==> src/bsm_pkg.sv <==
`timescale 1ns / 1ps
`default_nettype none

package bsm_pkg;

  localparam int WIDTH_DEF = 8;

  // booth pair {q[0], q_1}
  localparam logic [1:0] BOOTH_SUB = 2'b10;
  localparam logic [1:0] BOOTH_ADD = 2'b01;

  typedef enum logic [2:0] {
    ST_IDLE = 3'b001,
    ST_RUN  = 3'b010,
    ST_HOLD = 3'b100
  } bsm_state_t;

  typedef struct packed {
    logic load;      // take new operands
    logic step;      // run one booth round
    logic cap_round; // product register takes the result of this round
    logic cap_held;  // product register takes the held a:q value
  } bsm_cmd_t;

endpackage

`default_nettype wire

==> src/bsm_ctrl.sv <==
`timescale 1ns / 1ps
`default_nettype none

module bsm_ctrl #(
  parameter int WIDTH = bsm_pkg::WIDTH_DEF
) (
  input  wire logic             clk,
  input  wire logic             rst_n,
  input  wire logic             in_valid,
  output logic                  in_ready,
  output logic                  out_valid,
  input  wire logic             out_ready,
  output bsm_pkg::bsm_cmd_t     cmd
);
  import bsm_pkg::*;

  localparam int CNT_W = $clog2(WIDTH);

  bsm_state_t       state_r, state_nxt;
  logic [CNT_W-1:0] cnt_r, cnt_nxt;
  logic             out_valid_r, out_valid_nxt;
  logic             last_round;
  logic             out_free;
  logic             capture;

  assign last_round = (cnt_r == CNT_W'(WIDTH - 1));
  assign out_free   = !out_valid_r || out_ready;
  assign in_ready   = (state_r == ST_IDLE);
  assign out_valid  = out_valid_r;

  always_comb begin
    state_nxt     = state_r;
    cnt_nxt       = cnt_r;
    cmd           = '0;
    unique case (state_r)
      ST_IDLE: begin
        if (in_valid) begin
          cmd.load  = 1'b1;
          cnt_nxt   = '0;
          state_nxt = ST_RUN;
        end
      end
      ST_RUN: begin
        cmd.step = 1'b1;
        cnt_nxt  = cnt_r + 1'b1;
        if (last_round) begin
          // result register free: capture the final round; still occupied: park the final value
          if (out_free) begin
            cmd.cap_round = 1'b1;
            state_nxt     = ST_IDLE;
          end else begin
            state_nxt = ST_HOLD;
          end
        end
      end
      ST_HOLD: begin
        if (out_free) begin
          cmd.cap_held = 1'b1;
          state_nxt    = ST_IDLE;
        end
      end
      default: state_nxt = ST_IDLE;
    endcase
  end

  assign capture = cmd.cap_round || cmd.cap_held;

  always_comb begin
    if (capture) begin
      out_valid_nxt = 1'b1;
    end else if (out_ready) begin
      out_valid_nxt = 1'b0;
    end else begin
      out_valid_nxt = out_valid_r;
    end
  end

  always_ff @(posedge clk) begin
    if (!rst_n) begin
      state_r     <= ST_IDLE;
      cnt_r       <= '0;
      out_valid_r <= 1'b0;
    end else begin
      state_r     <= state_nxt;
      cnt_r       <= cnt_nxt;
      out_valid_r <= out_valid_nxt;
    end
  end

endmodule

`default_nettype wire

==> src/bsm_datapath.sv <==
`timescale 1ns / 1ps
`default_nettype none

module bsm_datapath #(
  parameter int WIDTH = bsm_pkg::WIDTH_DEF
) (
  input  wire logic                    clk,
  input  wire logic signed [WIDTH-1:0] in_multiplicand,
  input  wire logic signed [WIDTH-1:0] in_multiplier,
  input  wire bsm_pkg::bsm_cmd_t       cmd,
  output logic signed [2*WIDTH-1:0]    out_product
);
  import bsm_pkg::*;

  // accumulator carries one guard bit above the operand width
  logic [WIDTH:0]       m_r;
  logic [WIDTH:0]       a_r, a_nxt;
  logic [WIDTH-1:0]     q_r, q_nxt;
  logic                 q1_r, q1_nxt;
  logic [WIDTH:0]       a_sum;
  logic [2*WIDTH-1:0]   product_r;

  always_comb begin
    case ({q_r[0], q1_r})
      BOOTH_SUB: a_sum = a_r - m_r;
      BOOTH_ADD: a_sum = a_r + m_r;
      default:   a_sum = a_r;
    endcase
    // arithmetic shift right of a:q:q_1 as one register
    a_nxt  = {a_sum[WIDTH], a_sum[WIDTH:1]};
    q_nxt  = {a_sum[0], q_r[WIDTH-1:1]};
    q1_nxt = q_r[0];
  end

  always_ff @(posedge clk) begin
    if (cmd.load) begin
      m_r  <= {in_multiplicand[WIDTH-1], in_multiplicand};
      a_r  <= '0;
      q_r  <= in_multiplier;
      q1_r <= 1'b0;
    end else if (cmd.step) begin
      a_r  <= a_nxt;
      q_r  <= q_nxt;
      q1_r <= q1_nxt;
    end
    if (cmd.cap_round) begin
      product_r <= {a_nxt[WIDTH-1:0], q_nxt};
    end else if (cmd.cap_held) begin
      product_r <= {a_r[WIDTH-1:0], q_r};
    end
  end

  assign out_product = product_r;

endmodule

`default_nettype wire

==> src/booth_signed_multiplier_top.sv <==
`timescale 1ns / 1ps
`default_nettype none

// Radix-2 Booth multiplier for two signed WIDTH-bit operands, giving the exact
// 2*WIDTH-bit signed product. The operands load on the transfer cycle, then one
// add/subtract-and-shift round per multiplier bit runs through the single shared
// (WIDTH+1)-bit adder. The product lands in an output register, so a new item can
// be taken while the last product waits; if that register is still occupied when
// the rounds finish, the engine holds until it frees and in_ready stays low
// meanwhile.
module booth_signed_multiplier_top #(
  parameter int WIDTH = bsm_pkg::WIDTH_DEF
) (
  input  wire logic                    clk,
  input  wire logic                    rst_n,
  input  wire logic                    in_valid,
  output logic                         in_ready,
  input  wire logic signed [WIDTH-1:0] in_multiplicand,
  input  wire logic signed [WIDTH-1:0] in_multiplier,
  output logic                         out_valid,
  input  wire logic                    out_ready,
  output logic signed [2*WIDTH-1:0]    out_product
);
  import bsm_pkg::*;

  bsm_cmd_t cmd;

  bsm_ctrl #(
    .WIDTH(WIDTH)
  ) u_ctrl (
    .clk      (clk),
    .rst_n    (rst_n),
    .in_valid (in_valid),
    .in_ready (in_ready),
    .out_valid(out_valid),
    .out_ready(out_ready),
    .cmd      (cmd)
  );

  bsm_datapath #(
    .WIDTH(WIDTH)
  ) u_datapath (
    .clk            (clk),
    .in_multiplicand(in_multiplicand),
    .in_multiplier  (in_multiplier),
    .cmd            (cmd),
    .out_product    (out_product)
  );

  // the engine is busy right after taking an item
  a_busy_after_load: assert property (@(posedge clk) disable iff (!rst_n)
    in_valid && in_ready |=> !in_ready)
    else $error("engine ready right after input transfer");

  // a new product only appears at the end of a computation
  a_product_from_run: assert property (@(posedge clk) disable iff (!rst_n)
    $rose(out_valid) |-> $past(!in_ready))
    else $error("product appeared without a computation");

  // no product can be produced in the cycle after a load
  a_no_early_product: assert property (@(posedge clk) disable iff (!rst_n)
    in_valid && in_ready && !out_valid |=> !out_valid)
    else $error("product produced one cycle after load");

endmodule

`default_nettype wire
==> config.mk <==
export PLATFORM = sky130hd
export DESIGN_NAME = booth_signed_multiplier_top
export DESIGN_NICKNAME = d
export VERILOG_FILES = /design/src/bsm_pkg.sv /design/src/bsm_ctrl.sv /design/src/bsm_datapath.sv /design/src/booth_signed_multiplier_top.sv
export SDC_FILE = /design/constraint.sdc
export NUM_CORES = 1
export LEC_CHECK = 0
export BUFFER_PORTS_ARGS = -buffer_cell sky130_fd_sc_hd__buf_2
export CAP_MARGIN = 20
export CORE_MARGIN = 4
export CORE_UTILIZATION = 55
export DETAILED_ROUTE_END_ITERATION = 10
export GPL_TIMING_DRIVEN = 0
export HOLD_SLACK_MARGIN = 0.1
export PLACE_DENSITY = 0.77
export SLEW_MARGIN = 30
export SYNTH_ARGS = -nofsm -noshare
export SYNTH_HDL_FRONTEND = slang
export SYNTH_HIERARCHICAL = 1
export SYNTH_SLANG_ARGS = --single-unit
==> constraint.sdc <==
create_clock -name clk -period 6.6 [get_ports clk]
set_clock_uncertainty 0.05 [all_clocks]
set_input_delay 0 -clock clk [delete_from_list [all_inputs] [get_ports clk]]
set_output_delay 0 -clock clk [all_outputs]
set_load 0.005 [all_outputs]
# Yosys cells after proc, flatten, opt, wreduce, memory -nomap -nowiden
# Index checks and enable logic that the tools add are counted.
[word_totals]
reg_bits = 48
inputBits = 20
out_inout_bits = 18
word_cells = 49
[op_classes]
add_sub_neg = 3
n_eq_ne = 9
muxes = 20
n_reduce_logical = 9
[op_table]
columns = ["cell", "n"]
rows = [
  ["$mux 16", 2],
  ["$pmux 9 s2", 1],
  ["$mux 8", 2],
  ["$mux 3", 5],
  ["$add 8x8->9", 1],
  ["$pmux 3 s3", 1],
  ["$sub 8x8->9", 1],
  ["$reduce_bool 2->1", 4],
  ["$mux 1", 7],
  ["$eq 3x3->1 const B", 2],
  ["$pmux 3 s2", 1],
  ["$ne 2x1->1 const B", 2],
  ["$add 3x1->3 const B", 1],
  ["$eq 3x1->1 const B", 1],
  ["$eq 3x2->1 const B", 1],
  ["$reduce_and 3->1", 1],
  ["$eq 2x1->1 const B", 1],
  ["$eq 2x2->1 const B", 1],
  ["$logic_or 1x1->1", 2],
  ["$mux 2", 1],
  ["$ne 2x2->1 const B", 1],
  ["$reduce_and 2->1", 1],
  ["$logic_not 1->1", 1],
]

# Depth between registers and ports, before layout
# Gate-level depths: netlist of run 1.
[depth]
ltp_word = 7
mapped_depth = 11
mapped_depth_nobuf = 11

# By module
# The synthesis of run 1 kept the hierarchy.
[by_module_without_submodules]
columns = ["mod", "n_inst", "cells_each", "area_each_um2", "seq_area_each_um2"]
rows = [
  ["bsm_datapath", 1, 193, 2245.9, 1141.1],
  ["bsm_ctrl", 1, 38, 382.9, 140.1],
]

# Worst setup path before layout of run 1
# Ideal clock, no wire load.
[synth_path]
kind = "register to register"
start = "register u_datapath.m_r[0]"
end = "register u_datapath.product_r[15] (netlist: u_datapath/out_product[15]) (data pin)"
setup_ns = 0.260
arrival_time_ns = 2.464
required_time_ns = 6.290
path_slack_ns = 3.825
stages_incl_launch_ff = 11
n_path_buf = 0
synth_period_minus_slack_ns = 2.775
path_cell_list = "edfxtp_1 > inv_1 > ha_1 > nor3b_1 > a21oi_1 > xor2_1 > ha_1 > and4_2 > a21oi_2 > mux2_2 > xor2_1"
[synth_between]
elab_chain_len = 3
elab_cells_between_ends = 4
classes_between = "2 x add/sub; 2 x mux"
[synth_lines]
columns = ["item", "line_no", "rtl"]
rows = [
  ["start, declared", "bsm_datapath.sv:16", "logic [WIDTH:0] m_r;"],
  ["start signal, assigned", "bsm_datapath.sv:37", "m_r <= {in_multiplicand[WIDTH-1], in_multiplicand};"],
  ["$add 8x8->9 or $sub 8x8->9 (tied branches)", "bsm_datapath.sv:26, bsm_datapath.sv:25", ""],
  ["$pmux 9 s2 (*)", "bsm_datapath.sv:24", "case ({q_r[0], q1_r})"],
  ["$mux 16 (*)", "bsm_datapath.sv:46", "if (cmd.cap_round) begin"],
  ["end signal, assigned", "bsm_datapath.sv:47", "product_r <= {a_nxt[WIDTH-1:0], q_nxt};"],
  ["end signal, assigned", "bsm_datapath.sv:49", "product_r <= {a_r[WIDTH-1:0], q_r};"],
  ["end, declared", "bsm_datapath.sv:21", "logic [2*WIDTH-1:0] product_r;"],
]
# Every way passes the cells marked *; elsewhere a longest branch is shown, timed or not.
# A chain may end at the register's enable or synchronous reset.

# Worst setup path after layout of run 1
# Ends and elaborated chain as after synthesis.

==> out/results.tsv, run 1 <==
metric	value	unit
outcome	finished clean	
die height	77.1	um
startpoint types	flip-flop	
Chip Width	77.1	um
clk buf depth	2	
post-layout util	0.716	
yosys warns	6	
largest net degree at the start of global routing	17	
Slew Limit Fails	0	
Hold Path Depth	2	
CTS tree	done	
dpl hpwl	3570	um
total congestion overflow	0	
io pins	38	
Antenna Cells	0	
Worst-path clk slew	80	ps
drt first-iter violations	92	
post-route insts no fill	347	
number of remaining DRC errors	0	
Highest Clock Rate	319	MHz
Detail Route Antenna Nets	0	
Final Critical Period	3130	ps
H-tree levels	2	
Syn Nets	265	
Lkg Pwr	1.30	nW
Final Hold Vio Count	0	
final setup TNS	0	ps
Max transition margin	0.628	
layout cells sized above 1	0.254	
design area	3200	um2
fill cell count	324	
TritonRoute pass-1 iters	4	
Setup-failing EPs final	0	
Clock Latency Late Sink	300	ps
IO Port Bufs	37	
Total Routed Length	4920	um
Post-Place Cell Area	2880	um2
CTS buffer count	5	
post-DR wirelength/cell	14.2	um
Worst Tran Pin Value	558	ps
FF+latch area	1280	um2
VDD IR max	177	uV
number of flops mapped to enable cells by yosys	32	
clock root buffer	clkbuf_8	
Yosys cell types	44	
# Max-Cap Violations	0	
vias per inst	5.46	
row count	24	
Initial Utilization	0.588	
# clock sinks	48	
number of global-route vias before repair	1882	
crit-path max FO	5	
area occupied by multi-input gates	1270	um2
Die Area	5950	um2
gr usage total	0.172	
final net count	328	
Synth Flop Type	edfxtp_1	
syn_area_per_cell	11.4	um2
area grow syn2layout	21.8	%
initial antenna violation count	0	
post-CTS setup buffer count	0	
RSZ-0062 raised after global routing	no	
worst path arrival time	3130	ps
routability cong.	0.797	
Syn Inst Count	231	
mapped cell area	2630	um2
post-CTS sizing	0	
type of the worst min-delay path	in -> reg	
critical path data required time	6590	ps
Core ar.	4470	um2
DP Cell Count	320	
global-route wire length before repair	8310	um
#FFs+latches synth	48	
Worst Path Class, Setup	reg -> reg	
cell area power density	219	nW/um2
Post-synth ARST share	0	
worst r2r path cells	10	
CP endpoint kind	flip-flop	
post-synthesis sequential area ratio	0.487	
via count	1895	
Final period util	0.475	
## final cells by class
type | instances | area share
multi-input cells | 163 | 0.396
clock inverters | 2 | 0.0188
plain buffers | 10 | 0.0133
well taps | 52 | 0.0203
clock buffers | 6 | 0.0227
repair buffers | 56 | 0.117
flip-flops and latches | 48 | 0.400
inverters | 10 | 0.0117
## routing by layer
| layer | track usage | vias up | part of all wire |
|---|---|---|---|
| met5 | 0 | - | 0 |
| met4 | 0.0623 | 0 | 0.0097 |
| met3 | 0.0340 | 6 | 0.049 |
| met2 | 0.295 | 50 | 0.49 |
| met1 | 0.213 | 859 | 0.45 |
| li1 | - | 980 | - |
## critical path, stage by stage (launching register included)
cell and delay (ps):
edfxtp_1 460, inv_1 90, ha_1 160, nor3b_1 410, a21oi_1 170, xor2_1 250, ha_1 330, and4_2 260
a21oi_2 180, mux2_2 370, xor2_1 140
## logic make-up after synthesis
family	count (synthesis)	share of synthesized area
AO/OA/AOI/OAI	45	0.118
XOR/XNOR	13	0.0433
buffers and inverters	20	0.0305
flip-flops	48	0.487
adder cells (fa/ha/maj)	14	0.0695
AND/OR/NAND/NOR	63	0.137
multiplexers	28	0.115
## cells in the mapped netlist, types with 5 or more instances
library cell	number	area (um2)
nor2_1	26	97.6
inv_1	9	33.8
edfxtp_1	32	961
clkbuf_1	6	22.5
nand2b_1	6	37.5
dfxtp_1	16	320
ha_1	13	163
mux2i_1	10	100
nor3b_1	6	45.0
xor2_1	12	105
a21oi_1	12	60.1
mux2_2	17	191
a211oi_1	5	37.5
## placed cells by master (no fill, tap or decap), types with 7 or more instances in the layout
cell           synthesis  layout
xor2_1                12      12
buf_2                  4      41
mux2i_1               10      10
inv_1                  9       9
clkbuf_1               6       7
nor2_1                26      26
dfxtp_1               16      16
mux2_2                17      17
dlygate4sd3_1          0      19
edfxtp_1              32      32
ha_1                  13      13
a21oi_1               12      12
## through the flow
| step | power (W) | hold WS (ps) | setup slack, ps |
|---|---|---|---|
| 5_1_grt | 0.000733 | 360 | 3200 |
| 4_1_cts | 0.000704 | 352 | 3470 |
| 6_report | 0.000700 | 357 | 3470 |
| 3_5_place_dp | 0.000455 | 129 | 3500 |
| 3_3_place_gp | 0.000451 | 127 | 3550 |
| 2_1_floorplan | 0.000429 | 28.4 | 3830 |
## state kept, by name (all words and copies together) (netlist names)
| name | count |
|---|---|
| u_datapath/q1_r | 1 |
| u_datapath/q_r | 8 |
| u_datapath/a_r | 8 |
| u_ctrl/state_r | 3 |
| u_ctrl/cnt_r | 3 |
| u_ctrl/out_valid | 1 |
| u_datapath/m_r | 8 |
| u_datapath/out_product | 16 |
## path summary, 6_finish.rpt
| path | slack, ps | startpoint | to |
|---|---|---|---|
| worst max-delay path | 3470 | u_datapath/m_r[0]$_DFFE_PP_ | u_datapath/out_product[15]$_DFFE_PP_ |
| worst min-delay path | 360 | in_multiplicand[4] | u_datapath/m_r[4]$_DFFE_PP_ |
| worst max register to register | 3470 | u_datapath/m_r[0]$_DFFE_PP_ | u_datapath/out_product[15]$_DFFE_PP_ |
| worst min register to register | 420 | u_ctrl/cnt_r[1]$_SDFFE_PN0P_ | u_ctrl/cnt_r[1]$_SDFFE_PN0P_ |
## report_power, final
part	switching (W)	leakage, nW	total (W)	internal, W
Clock	0.0000917	0.0654	0.000243	0.000151
Sequential	0.0000112	0.432	0.000348	0.000337
Combinational	0.0000551	0.803	0.000109	0.0000541
Total	0.000158	1.30	0.000700	0.000542
## what timing repair did
item | 4_1_cts | 5_1_grt
hold buffers | 19 | 0
setup endpoints to repair | 0 | 0
hold endpoints to repair | 22 | 0
No activity file was read; power rests on OpenSTA's default activity.
==> run 2: changes to the inputs <==
==> constraint.sdc (replaced) <==
create_clock -name clk -period 3.2 [get_ports clk]
set_clock_uncertainty 0.05 [all_clocks]
set_input_delay 0 -clock clk [delete_from_list [all_inputs] [get_ports clk]]
set_output_delay 0 -clock clk [all_outputs]
set_load 0.005 [all_outputs]
==> out/results.tsv, run 2 (synthesized netlist as in run 1, its figures left out) <==
metric	value	unit
outcome	finished clean	
critical path data required time	3190	ps
Fin Hold WS	356	ps
worst r2r path cells	10	
reg2reg end	u_datapath/out_product[15]$_DFFE_PP_	
fill cell count	323	
initial antenna violation count	0	
crit path max-delay cell type	edfxtp_1	
IO Port Bufs	37	
Slew Limit Fails	0	
Die Area	5950	um2
Internal Pwr Total	0.00112	W
final setup TNS	0	ps
Hold Path Depth	2	
Lkg Pwr	1.30	nW
Highest Clock Rate	338	MHz
Reg power frac	0.497	
global-route wire length before repair	8310	um
slowest stage delay, CP	460	ps
Worst Path Class, Setup	reg -> reg	
flop2flop setup slack	240	ps
cell area power density	451	nW/um2
Worst-path clk slew	80	ps
clock root buffer	clkbuf_8	
number of remaining DRC errors	0	
CTS buffer count	5	
via count	1902	
total congestion overflow	0	
Final period util	0.925	
Chip Width	77.1	um
area grow syn2layout	22.0	%
worst hold endpoint	u_datapath/m_r[4]$_DFFE_PP_	
Final Hold Vio Count	0	
Sw Ratio	0.226	
Worst Tran Pin Value	554	ps
largest net degree at the start of global routing	17	
commonest non-fill, non-tap cell in the layout	buf_2	
VDD IR max	366	uV
dpl hpwl	3570	um
Detail Route Antenna Nets	0	
row count	24	
switching pwr	0.000327	W
post-DR wirelength/cell	14.2	um
startpoint types	flip-flop	
CP endpoint kind	flip-flop	
Initial Utilization	0.588	
max reg flops	16	
layout cells sized above 1	0.258	
design area	3210	um2
vias per inst	5.48	
final net count	328	
type of the worst min-delay path	in -> reg	
Clock Latency Late Sink	300	ps
Antenna Cells	0	
# Max-Cap Violations	0	
worst path arrival time	2950	ps
io pins	38	
Post-Place Cell Area	2880	um2
# clock sinks	48	
H-tree levels	2	
clk buf depth	2	
Max transition margin	0.631	
Final Critical Period	2960	ps
Core ar.	4470	um2
Setup-failing EPs final	0	
RSZ-0062 raised after global routing	no	
crit-path max FO	5	
Comb power frac	0.156	
TritonRoute pass-1 iters	4	
RR Startpoint	u_datapath/m_r[0]$_DFFE_PP_	
Total Routed Length	4910	um
most frequent cells in the layout	41 x buf_2, 32 x edfxtp_1, 26 x nor2_1, 19 x dlygate4sd3_1, 17 x mux2_2	
gr usage total	0.172	
number of global-route vias before repair	1882	
die height	77.1	um
drt first-iter violations	91	
routability cong.	0.797	
CTS tree	done	
clock power share	0.347	
worst path cell trace	inv_1, ha_1, nor3b_2, a21oi_1, xor2_1, ha_1, and4_2, a21oi_2, mux2_2, xor2_1	
HP Start	in_multiplicand[4]	
==> run 2: cell counts in the layout (fill, tap and decap cells not counted) <==
Identical to the previous run, type by type.
==> run 2: power by group through the flow <==
stage	logic (W)	clock network, W	registers [W]
after floorplan	0.000161	0	0.000724
after global placement	0.000201	0	0.000730
after detailed placement	0.000207	0	0.000732
after CTS	0.000226	0.000510	0.000717
after global routing	0.000253	0.000537	0.000721
final	0.000225	0.000502	0.000718
==> run 2: critical path, delay by kind of cell (launching register included) <==
kind / cells / cell delay [ps]
AOI/OAI and AO/OA: 2 / 320
adders and majority gates: 2 / 490
muxes: 1 / 370
buffers and inverters: 1 / 90
xor gates and xnor gates: 2 / 380
and+or+nand+nor: 2 / 540
DFF: 1 / 460
==> run 2: how the worst max path moves through the flow <==
stage                                            from                                   end  slack (ps)
after floorplan           u_datapath/m_r[0]$_DFFE_PP_  u_datapath/out_product[15]$_DFFE_PP_         430
after global placement    u_datapath/m_r[0]$_DFFE_PP_  u_datapath/out_product[15]$_DFFE_PP_         150
after detailed placement  u_datapath/m_r[0]$_DFFE_PP_  u_datapath/out_product[15]$_DFFE_PP_         100
after CTS                 u_datapath/m_r[0]$_DFFE_PP_  u_datapath/out_product[15]$_DFFE_PP_          70
after global routing      u_datapath/m_r[0]$_DFFE_PP_  u_datapath/out_product[15]$_DFFE_PP_          40
final                     u_datapath/m_r[0]$_DFFE_PP_  u_datapath/out_product[15]$_DFFE_PP_         240
==> run 2: what timing repair did <==
action / 4_1_cts / 5_1_grt
setup endpoints to repair: 0 / 3
endpoints found under the hold margin: 22 / 0
buffers inserted: 0 / 0
gates resized for setup: 0 / 1
hold buffers: 19 / 0
==> run 2: area by class of cell <==
type                    instances  area [um2]  share of cell area
plain buffers                  10        42.5              0.0133
flip-flops and latches         48        1280               0.400
inverters                      10        37.5              0.0117
multi-input cells             163        1270               0.397
clock inverters                 2        60.1              0.0187
well taps                      52        65.1              0.0203
clock buffers                   6        72.6              0.0226
repair buffers                 56         375               0.117
==> run 2: per-stage QoR <==
stage                     cells  total power (W)  setup WS [ps]  utilization
after detailed placement    320         0.000938           95.9        0.643
after CTS                   347          0.00145           70.3        0.716
after floorplan             231         0.000885            425            -
after global routing        347          0.00151           35.1        0.717
after global placement      320         0.000931            148        0.643
final                       347          0.00145            241        0.717
==> run 2: metal layers <==
| layer | global-route usage | vias up | wire (um) |
|---|---|---|---|
| met4 | 0.0623 | 0 | 48 |
| met2 | 0.295 | 47 | 2430 |
| met5 | 0 | - | 0 |
| met3 | 0.0340 | 6 | 237 |
| met1 | 0.213 | 868 | 2190 |
| li1 | - | 981 | - |
